$ cat src/nmt_pkg.sv
`default_nettype none

package nmt_pkg;

    localparam int TABLE_ENTRIES = 64;
    localparam int IDX_W = $clog2(TABLE_ENTRIES);
    localparam int CNT_W = $clog2(TABLE_ENTRIES + 1);

    localparam logic [15:0] FIRST_PORT_RESET = 16'd5000;

    // config register map: index = paddr[2]
    localparam int  PADDR_W        = 3;
    localparam logic CFG_EXT_ADDR   = 1'b0;
    localparam logic CFG_FIRST_PORT = 1'b1;

    typedef enum logic [1:0] {
        REQ_INSERT     = 2'd0,
        REQ_LOOKUP_IN  = 2'd1,
        REQ_LOOKUP_OUT = 2'd2
    } req_e_t;

    typedef enum logic [1:0] {
        ST_IDLE,
        ST_SCAN,
        ST_FINISH
    } state_e_t;

    typedef struct packed {
        logic [31:0] inside_address;
        logic [15:0] inside_port;
        logic [31:0] outside_address;
        logic [15:0] outside_port;
        logic        kind;
    } entry_t;

    typedef struct packed {
        logic   found;
        logic   table_full;
        entry_t entry;
    } result_t;

    typedef struct packed {
        logic [31:0] external_address;
        logic [15:0] first_port;
    } cfg_t;

    typedef struct packed {
        logic [1:0]  req;
        logic [31:0] inside_address;
        logic [15:0] inside_port;
        logic [15:0] outside_port;
        logic        kind;
    } key_t;

endpackage

`default_nettype wire

$ cat src/nmt_seq.sv
`default_nettype none

module nmt_seq (
    input  wire logic                       clk,
    input  wire logic                       rst_n,
    input  wire nmt_pkg::cfg_t              cfg,
    input  wire logic                       in_valid,
    output logic                            in_stall,
    input  wire nmt_pkg::key_t              in_key,
    output logic                            out_valid,
    input  wire logic                       out_stall,
    output nmt_pkg::result_t                out_res,
    output logic                            wr_en,
    output logic [nmt_pkg::IDX_W-1:0]       wr_addr,
    output nmt_pkg::entry_t                 wr_data,
    output logic                            rd_en,
    output logic [nmt_pkg::IDX_W-1:0]       rd_addr,
    input  wire nmt_pkg::entry_t            rd_data
);

    nmt_pkg::state_e_t            state_reg, state_next;
    logic [nmt_pkg::CNT_W-1:0]    used_count_reg, used_count_next;
    logic [15:0]                  port_offset_reg, port_offset_next;
    logic [nmt_pkg::CNT_W-1:0]    issue_left_reg, issue_left_next;
    logic                         pend_reg, pend_next;
    logic                         out_valid_reg, out_valid_next;
    nmt_pkg::key_t                key_reg, key_next;
    nmt_pkg::result_t             res_reg, res_next;
    nmt_pkg::result_t             out_res_reg, out_res_next;

    logic                         out_free;
    logic                         table_is_full;
    logic                         match;
    logic                         hit;
    logic                         is_lookup;
    nmt_pkg::entry_t              new_entry;

    assign in_stall  = (state_reg != nmt_pkg::ST_IDLE);
    assign out_valid = out_valid_reg;
    assign out_res   = out_res_reg;
    assign out_free  = !out_valid_reg || !out_stall;

    assign table_is_full = (used_count_reg == nmt_pkg::CNT_W'(nmt_pkg::TABLE_ENTRIES));
    assign is_lookup = (nmt_pkg::req_e_t'(in_key.req) == nmt_pkg::REQ_LOOKUP_IN) ||
                       (nmt_pkg::req_e_t'(in_key.req) == nmt_pkg::REQ_LOOKUP_OUT);

    // shared compare against the entry read last cycle
    always_comb
    begin
        if (nmt_pkg::req_e_t'(key_reg.req) == nmt_pkg::REQ_LOOKUP_IN)
        begin
            match = (rd_data.inside_address == key_reg.inside_address) &&
                    (rd_data.inside_port == key_reg.inside_port) &&
                    (rd_data.kind == key_reg.kind);
        end
        else
        begin
            match = (rd_data.outside_port == key_reg.outside_port) &&
                    (rd_data.kind == key_reg.kind);
        end
    end

    assign hit = pend_reg && match;

    always_comb
    begin
        new_entry.inside_address  = in_key.inside_address;
        new_entry.inside_port     = in_key.inside_port;
        new_entry.outside_address = cfg.external_address;
        new_entry.outside_port    = 16'(cfg.first_port + port_offset_reg);
        new_entry.kind            = in_key.kind;
    end

    // next state
    always_comb
    begin
        state_next = state_reg;
        case (state_reg)
            nmt_pkg::ST_IDLE:
            begin
                if (in_valid)
                begin
                    if (is_lookup && (used_count_reg != '0))
                    begin
                        state_next = nmt_pkg::ST_SCAN;
                    end
                    else
                    begin
                        state_next = nmt_pkg::ST_FINISH;
                    end
                end
            end
            nmt_pkg::ST_SCAN:
            begin
                if (hit || (issue_left_reg == '0))
                begin
                    state_next = nmt_pkg::ST_FINISH;
                end
            end
            nmt_pkg::ST_FINISH:
            begin
                if (out_free)
                begin
                    state_next = nmt_pkg::ST_IDLE;
                end
            end
            default:
            begin
                state_next = nmt_pkg::ST_IDLE;
            end
        endcase
    end

    // datapath and outputs
    always_comb
    begin
        used_count_next  = used_count_reg;
        port_offset_next = port_offset_reg;
        issue_left_next  = issue_left_reg;
        pend_next        = 1'b0;
        key_next         = key_reg;
        res_next         = res_reg;
        out_res_next     = out_res_reg;
        out_valid_next   = out_valid_reg;
        wr_en            = 1'b0;
        wr_addr          = used_count_reg[nmt_pkg::IDX_W-1:0];
        wr_data          = new_entry;
        rd_en            = 1'b0;
        rd_addr          = nmt_pkg::IDX_W'(issue_left_reg - nmt_pkg::CNT_W'(1));

        if (out_valid_reg && !out_stall)
        begin
            out_valid_next = 1'b0;
        end

        case (state_reg)
            nmt_pkg::ST_IDLE:
            begin
                if (in_valid)
                begin
                    key_next        = in_key;
                    res_next        = '0;
                    issue_left_next = used_count_reg;
                    case (nmt_pkg::req_e_t'(in_key.req))
                        nmt_pkg::REQ_INSERT:
                        begin
                            if (table_is_full)
                            begin
                                res_next.table_full = 1'b1;
                            end
                            else
                            begin
                                wr_en             = 1'b1;
                                res_next.found    = 1'b1;
                                res_next.entry    = new_entry;
                                used_count_next   = used_count_reg + nmt_pkg::CNT_W'(1);
                                port_offset_next  = port_offset_reg + 16'd1;
                            end
                        end
                        default:
                        begin
                        end
                    endcase
                end
            end
            nmt_pkg::ST_SCAN:
            begin
                if (hit)
                begin
                    res_next.found = 1'b1;
                    res_next.entry = rd_data;
                end
                else if (issue_left_reg != '0)
                begin
                    rd_en           = 1'b1;
                    issue_left_next = issue_left_reg - nmt_pkg::CNT_W'(1);
                    pend_next       = 1'b1;
                end
            end
            nmt_pkg::ST_FINISH:
            begin
                if (out_free)
                begin
                    out_res_next   = res_reg;
                    out_valid_next = 1'b1;
                end
            end
            default:
            begin
            end
        endcase
    end

    always_ff @(posedge clk or negedge rst_n)
    begin
        if (!rst_n)
        begin
            state_reg       <= nmt_pkg::ST_IDLE;
            used_count_reg  <= '0;
            port_offset_reg <= '0;
            issue_left_reg  <= '0;
            pend_reg        <= 1'b0;
            out_valid_reg   <= 1'b0;
        end
        else
        begin
            state_reg       <= state_next;
            used_count_reg  <= used_count_next;
            port_offset_reg <= port_offset_next;
            issue_left_reg  <= issue_left_next;
            pend_reg        <= pend_next;
            out_valid_reg   <= out_valid_next;
        end
    end

    always_ff @(posedge clk)
    begin
        key_reg     <= key_next;
        res_reg     <= res_next;
        out_res_reg <= out_res_next;
    end

endmodule

`default_nettype wire

$ cat config.mk
export PLATFORM = sky130hd
export DESIGN_NAME = nmt_seq
export DESIGN_NICKNAME = d
export VERILOG_FILES = /design/src/nmt_pkg.sv /design/src/nmt_seq.sv
export SDC_FILE = /design/constraint.sdc
export NUM_CORES = 1
export LEC_CHECK = 0
export BUFFER_PORTS_ARGS = -buffer_cell sky130_fd_sc_hd__buf_2
export CORE_UTILIZATION = 40
export DETAILED_ROUTE_END_ITERATION = 7
export GPL_ROUTABILITY_DRIVEN = 0
export PLACE_DENSITY = 0.66
export REMOVE_ABC_BUFFERS = 1
export SYNTH_ARGS = -nofsm -noshare
export SYNTH_HDL_FRONTEND = slang
export SYNTH_SLANG_ARGS = --single-unit
$ cat constraint.sdc
create_clock -name clk -period 7.3 [get_ports clk]
set_input_delay 0.73 -clock clk [delete_from_list [all_inputs] [get_ports clk]]
set_output_delay 0.73 -clock clk [all_outputs]
set_load 0.1 [all_outputs]
Word level (Yosys, flattened, before mapping)
Index checks and enable logic that the tools add are counted.
{"block": "totals", "out_inout_bits": 212, "in_bits": 216, "latch_bits": 0, "mem_bits_rw": 0, "ff_bits": 299, "rom_bits": 0, "wordCells": 98, "memories": 0}
{"block": "classes", "n_bitwise": 1, "shifts": 0, "div_mod_pow": 0, "order_cmp": 0, "n_addsub": 4, "mux": 28, "multipliers": 0, "n_eq_ne": 16, "reduce_logical": 24}
{"op": "99-bit two-way mux", "count": 2}
{"op": "97-bit two-way mux", "count": 2}
{"op": "97-bit case mux with 2 select lines", "count": 1}
{"op": "16-bit equality test", "count": 2}
{"op": "32-bit equality test", "count": 1}
{"op": "7-bit two-way mux", "count": 3}
{"op": "16-bit by 1-bit adder with 16-bit output (second input constant)", "count": 1}
{"op": "16-bit adder", "count": 1}
{"op": "7-bit case mux with 2 select lines", "count": 1}
{"op": "7-bit nonzero test", "count": 2}
{"op": "1-bit two-way mux", "count": 13}
{"op": "2-bit != test (second input constant)", "count": 6}
{"op": "2-bit two-way mux", "count": 4}
{"op": "4-bit AND reduction", "count": 2}
{"op": "7-bit by 1-bit adder with 7-bit output (second input constant)", "count": 1}
{"op": "7-bit equality test (second input constant)", "count": 1}
{"op": "7-bit zero test", "count": 1}
{"op": "7-bit by 1-bit subtractor with 7-bit output (second input constant)", "count": 1}
{"op": "2-bit by 1-bit equality test with 1-bit output (second input constant)", "count": 3}
{"op": "1-bit logical AND", "count": 6}
{"op": "2-bit case mux with 3 select lines", "count": 1}
{"op": "3-bit AND reduction", "count": 2}
{"op": "2-bit equality test (second input constant)", "count": 2}
{"op": "2-bit zero test", "count": 2}
{"op": "7 further kinds", "count": 12}

Depth between registers and ports, before layout
{"block": "depth", "word_depth": 8, "mapped_depth": 9}

Worst setup path after synthesis
No wires, ideal clock.
{"block": "synth_timing", "path_type": "register -> register", "start": "register out_valid_reg (netlist: out_valid)", "end": "register out_res_reg, in the netlist out_res[0], enable pin", "n_path_buf": 0, "required_ns": 6.710, "t_arrival_ns": 5.617, "path_stages_with_launch": 2, "slack_ns": 1.093, "cell_sequence": "dfrtp_1 a21oi_1"}
{"block": "synth_between", "elab_chain_cells": 3}
{"element": "start: declaration", "line": "nmt_seq.sv:26", "text": "logic out_valid_reg, out_valid_next;"}
{"element": "start signal: assignment", "line": "nmt_seq.sv:212", "text": "out_valid_reg <= out_valid_next;"}
{"element": "1-bit zero test", "line": "nmt_seq.sv:41", "text": "assign out_free = !out_valid_reg || !out_stall;"}
{"element": "1-bit logical OR", "line": "nmt_seq.sv:41"}
{"element": "2-bit AND reduction (no line)"}
{"element": "end signal: assignment", "line": "nmt_seq.sv:220", "text": "out_res_reg <= out_res_next;"}
{"element": "end: declaration", "line": "nmt_seq.sv:29", "text": "nmt_pkg::result_t out_res_reg, out_res_next;"}
Every way passes these cells.
A chain may end at the register's enable or synchronous reset.

==> impl_results.md <==
- Vias in the first global route: between 8k and 9k
- Total Nets Final: 1586
- Die Width: approximately 180 um
- DRT antenna net count: 0
- Clock Tree Root: clkbuf_16
- CORE AREA: between 30000 and 40000 sq um
- Synth cell count leaders: 265 x edfxtp_1, 199 x nand2_1, 93 x o21ai_0, 87 x buf_4, 76 x xnor2_1
- Slew HR: 22.07%
- FF-to-FF path depth: 7
- Routed WL per cell: 18.61 um
- First-pass DRT Iterations: 5
- R2r setup slk: approximately 3.7 ns
- Sequential element share of the synthesized area: 67.71%
- Max-slew violation count: 0
- Post-DP HPWL: 23.95 mm
- Vias per inst: 4.894
- Remaining DRCs: 0
- Total track usage: 19.67%
- Share of the synthesized area in the top cell type: about three fifths
- Status: finished clean
- Inserted Clock Buffers: 34
- Post-synthesis mux area share: 0.1635%
- Layout cell share with drive strength beyond 1: between 30 and 40%
- Top sig layer: met4
- Fin cells: between 1.5k and 2k
- Grt total ovfl: 0
- Worst Tran Pin Value: approximately 1.2 ns
- Antenna violations before repair: 1
- Die ar.: ~33000 sq um
- Largest net degree at the start of global routing: 97
- Finish-stage setup viols: 0
- Post-Place Cell Area: roughly 15000 sq um
- WP data arrival: about 3.6 ns
- Syn Inst Count: ~1.0k
- Yosys top cell by area: edfxtp_1
- Hold WC Path Type: input pin to asynchronous set/reset pin
- WL final: 33.67 mm
- Count leader, synth: edfxtp_1
- RSZ-0062 raised after global routing: false
- Final Power: 7.480 mW
- Hold-fix buffers, CTS: 0
- CTS tree: built
- Vias: roughly 9k
- Die height: between 150 and 200 um
- Min Tclk post-route: ~4.3 ns
- CP Capture Type: output port
- First-pass GRT wire length: slightly below 50 mm
- WL met3: 2.295 mm
- Metal2 WL: approximately 17 mm
- Final worst slack: between 2 and 3 ns
- Clk_lat worst skew: 0.50 ns
- Max_cap viols: 0
- Initial Util: ~41%
- Setup slack at placement: just over 3 ns
- Yosys cell types: 50
- Tcrit/Tclk final: between 50% and 60%
- Setup Buffers After CTS: 0
- Reg2reg start: key_reg[16]
- Post-Synth XOR/XNOR Area: under 10%
- Inst Count DP: 1748
- Crit path kind: flip-flop to output port
- R2r endpoint: res_reg[24]
- Top post-synthesis cells by area: edfxtp_1 61%, dfrtp_1 6.5%, nand2_1 5.7%
- Pleak: a little under 7 nW
- Synth Area in Compound Gates: between 6 and 7%
- Syn. warnings: 0
- Async SR Flop Fraction: ~11%
- Mapped Area: approximately 13000 sq um
- Sink Count: around 300
- Iteration-0 DRC Markers: between 400 and 500
- Number of cell rows: 65
- Met1 wire length: between 10 and 15 mm
- Post_cts resized: 0
- Peak supply drop: 0.4453 mV
- Post-synthesis sequential element count: around 300
- Synth Area in Adders: 2.078%
- Fin. Hold Viols: 0
- Power Dens Cells: between 400 and 500 nW/um^2
- Mean Syn Cell Area: approximately 13 sq um
- Area grow syn2layout: 23.80%
- Clk slew on worst S/H paths: 0.06 ns
- Simple-Gate Fraction of Synth Area: a little under a tenth
- EDFF count, synth: roughly 270
- H-tree levels: 2
- Synth Flop Type: edfxtp_1
- Critical path required time: around 6.6 ns
- Setup_tns: 0 ns
- # port buffers: approximately 430
- Largest family of logic cells by synthesized area: simple AND/OR/NAND/NOR gates
- CP max FO: 5
- Peak Freq: 0.2305 GHz
- Post-route cell area: between 15000 and 20000 sq um
- Num ports: about 430
- Startpoint types: flip-flop
- Clock buffer depth: 3
- Skew final: roughly 0.017 ns
cell usage in the layout, fill, tap and decap left out, types with 5 or more instances in the layout:
cell	count
o21ai_0	93
buf_4	8
nand2_1	198
a21oi_1	10
edfxtp_1	265
a31oi_1	7
nand3_1	10
dfrtp_1	34
nor3_1	8
xnor2_1	76
clkbuf_16	35
xor2_1	29
ha_1	20
clkinv_1	8
and3_1	5
a22o_1	6
nand4_1	19
nor2_1	19
buf_2	427
nor4_1	6
inv_1	13
clkbuf_1	6
worst max-delay path: stages, from the launching register on:
cell and delay, ns:
dfrtp_1 0.44, ha_1 0.26, fa_1 0.43, a21o_1 0.18
a21o_1 0.19, a211oi_1 0.45, nor3_1 0.16, o41ai_1 0.33
xnor2_1 0.20, buf_2 0.46
metrics by stage:
stage	hold slack (ns)	utilization (%)
after detailed placement	0.4045	47.15
after floorplan	0.4003	-
after CTS	0.3339	50.64
final	0.3152	50.64
after global routing	0.3630	50.64
after global placement	0.4001	47.15
power by group:
group | total [mW] | leakage (nW) | internal, mW | switching, mW
registers | 2.63 | 2.97 | 2.47 | 0.159
clock network | 1.69 | 0.539 | 1.03 | 0.664
logic | 3.16 | 3.21 | 0.484 | 2.68
total | 7.48 | 6.72 | 3.98 | 3.50
cell type report:
type,count,area [sq um]
fillers,2814,15700
flip-flops and latches,299,8808
multi-input cells,565,3391
repair buffers,435,2197
clock buffers,42,912.1
well taps,435,544.3
clock inverters,18,195.2
inverters,14,53.80
diodes,1,2.502
logic make-up (layout without fill, tap and decap cells):
logic type	count (synthesis)	count (layout)
AOI/OAI and AO/OA	152	152
xor gates and xnor gates	105	105
adders and majority gates	21	21
buffers and inverters	136	509
DFF	299	299
muxes	2	2
other	0	1
and+or+nand+nor	285	285
metal layers:
layer  track usage (%)  up-vias
met5                 0        -
li1                  -     4186
met3             4.171       65
met4             6.958        0
met2             34.21      369
met1             24.16     4233
how the worst max path moves through the flow:
stage	from	end	slack (ns)	depth (start not counted)
floorplan	out_valid	out_res[0]	1.09	1
global placement	rd_data[16]	res_reg[22]	3.05	8
detailed placement	rd_data[16]	res_reg[22]	3.03	8
CTS	port_offset_reg[0]	wr_data[13]	2.97	9
global route	port_offset_reg[0]	wr_data[13]	2.72	9
finish	port_offset_reg[0]	wr_data[13]	2.96	9
(Power assumes the default switching activity.)
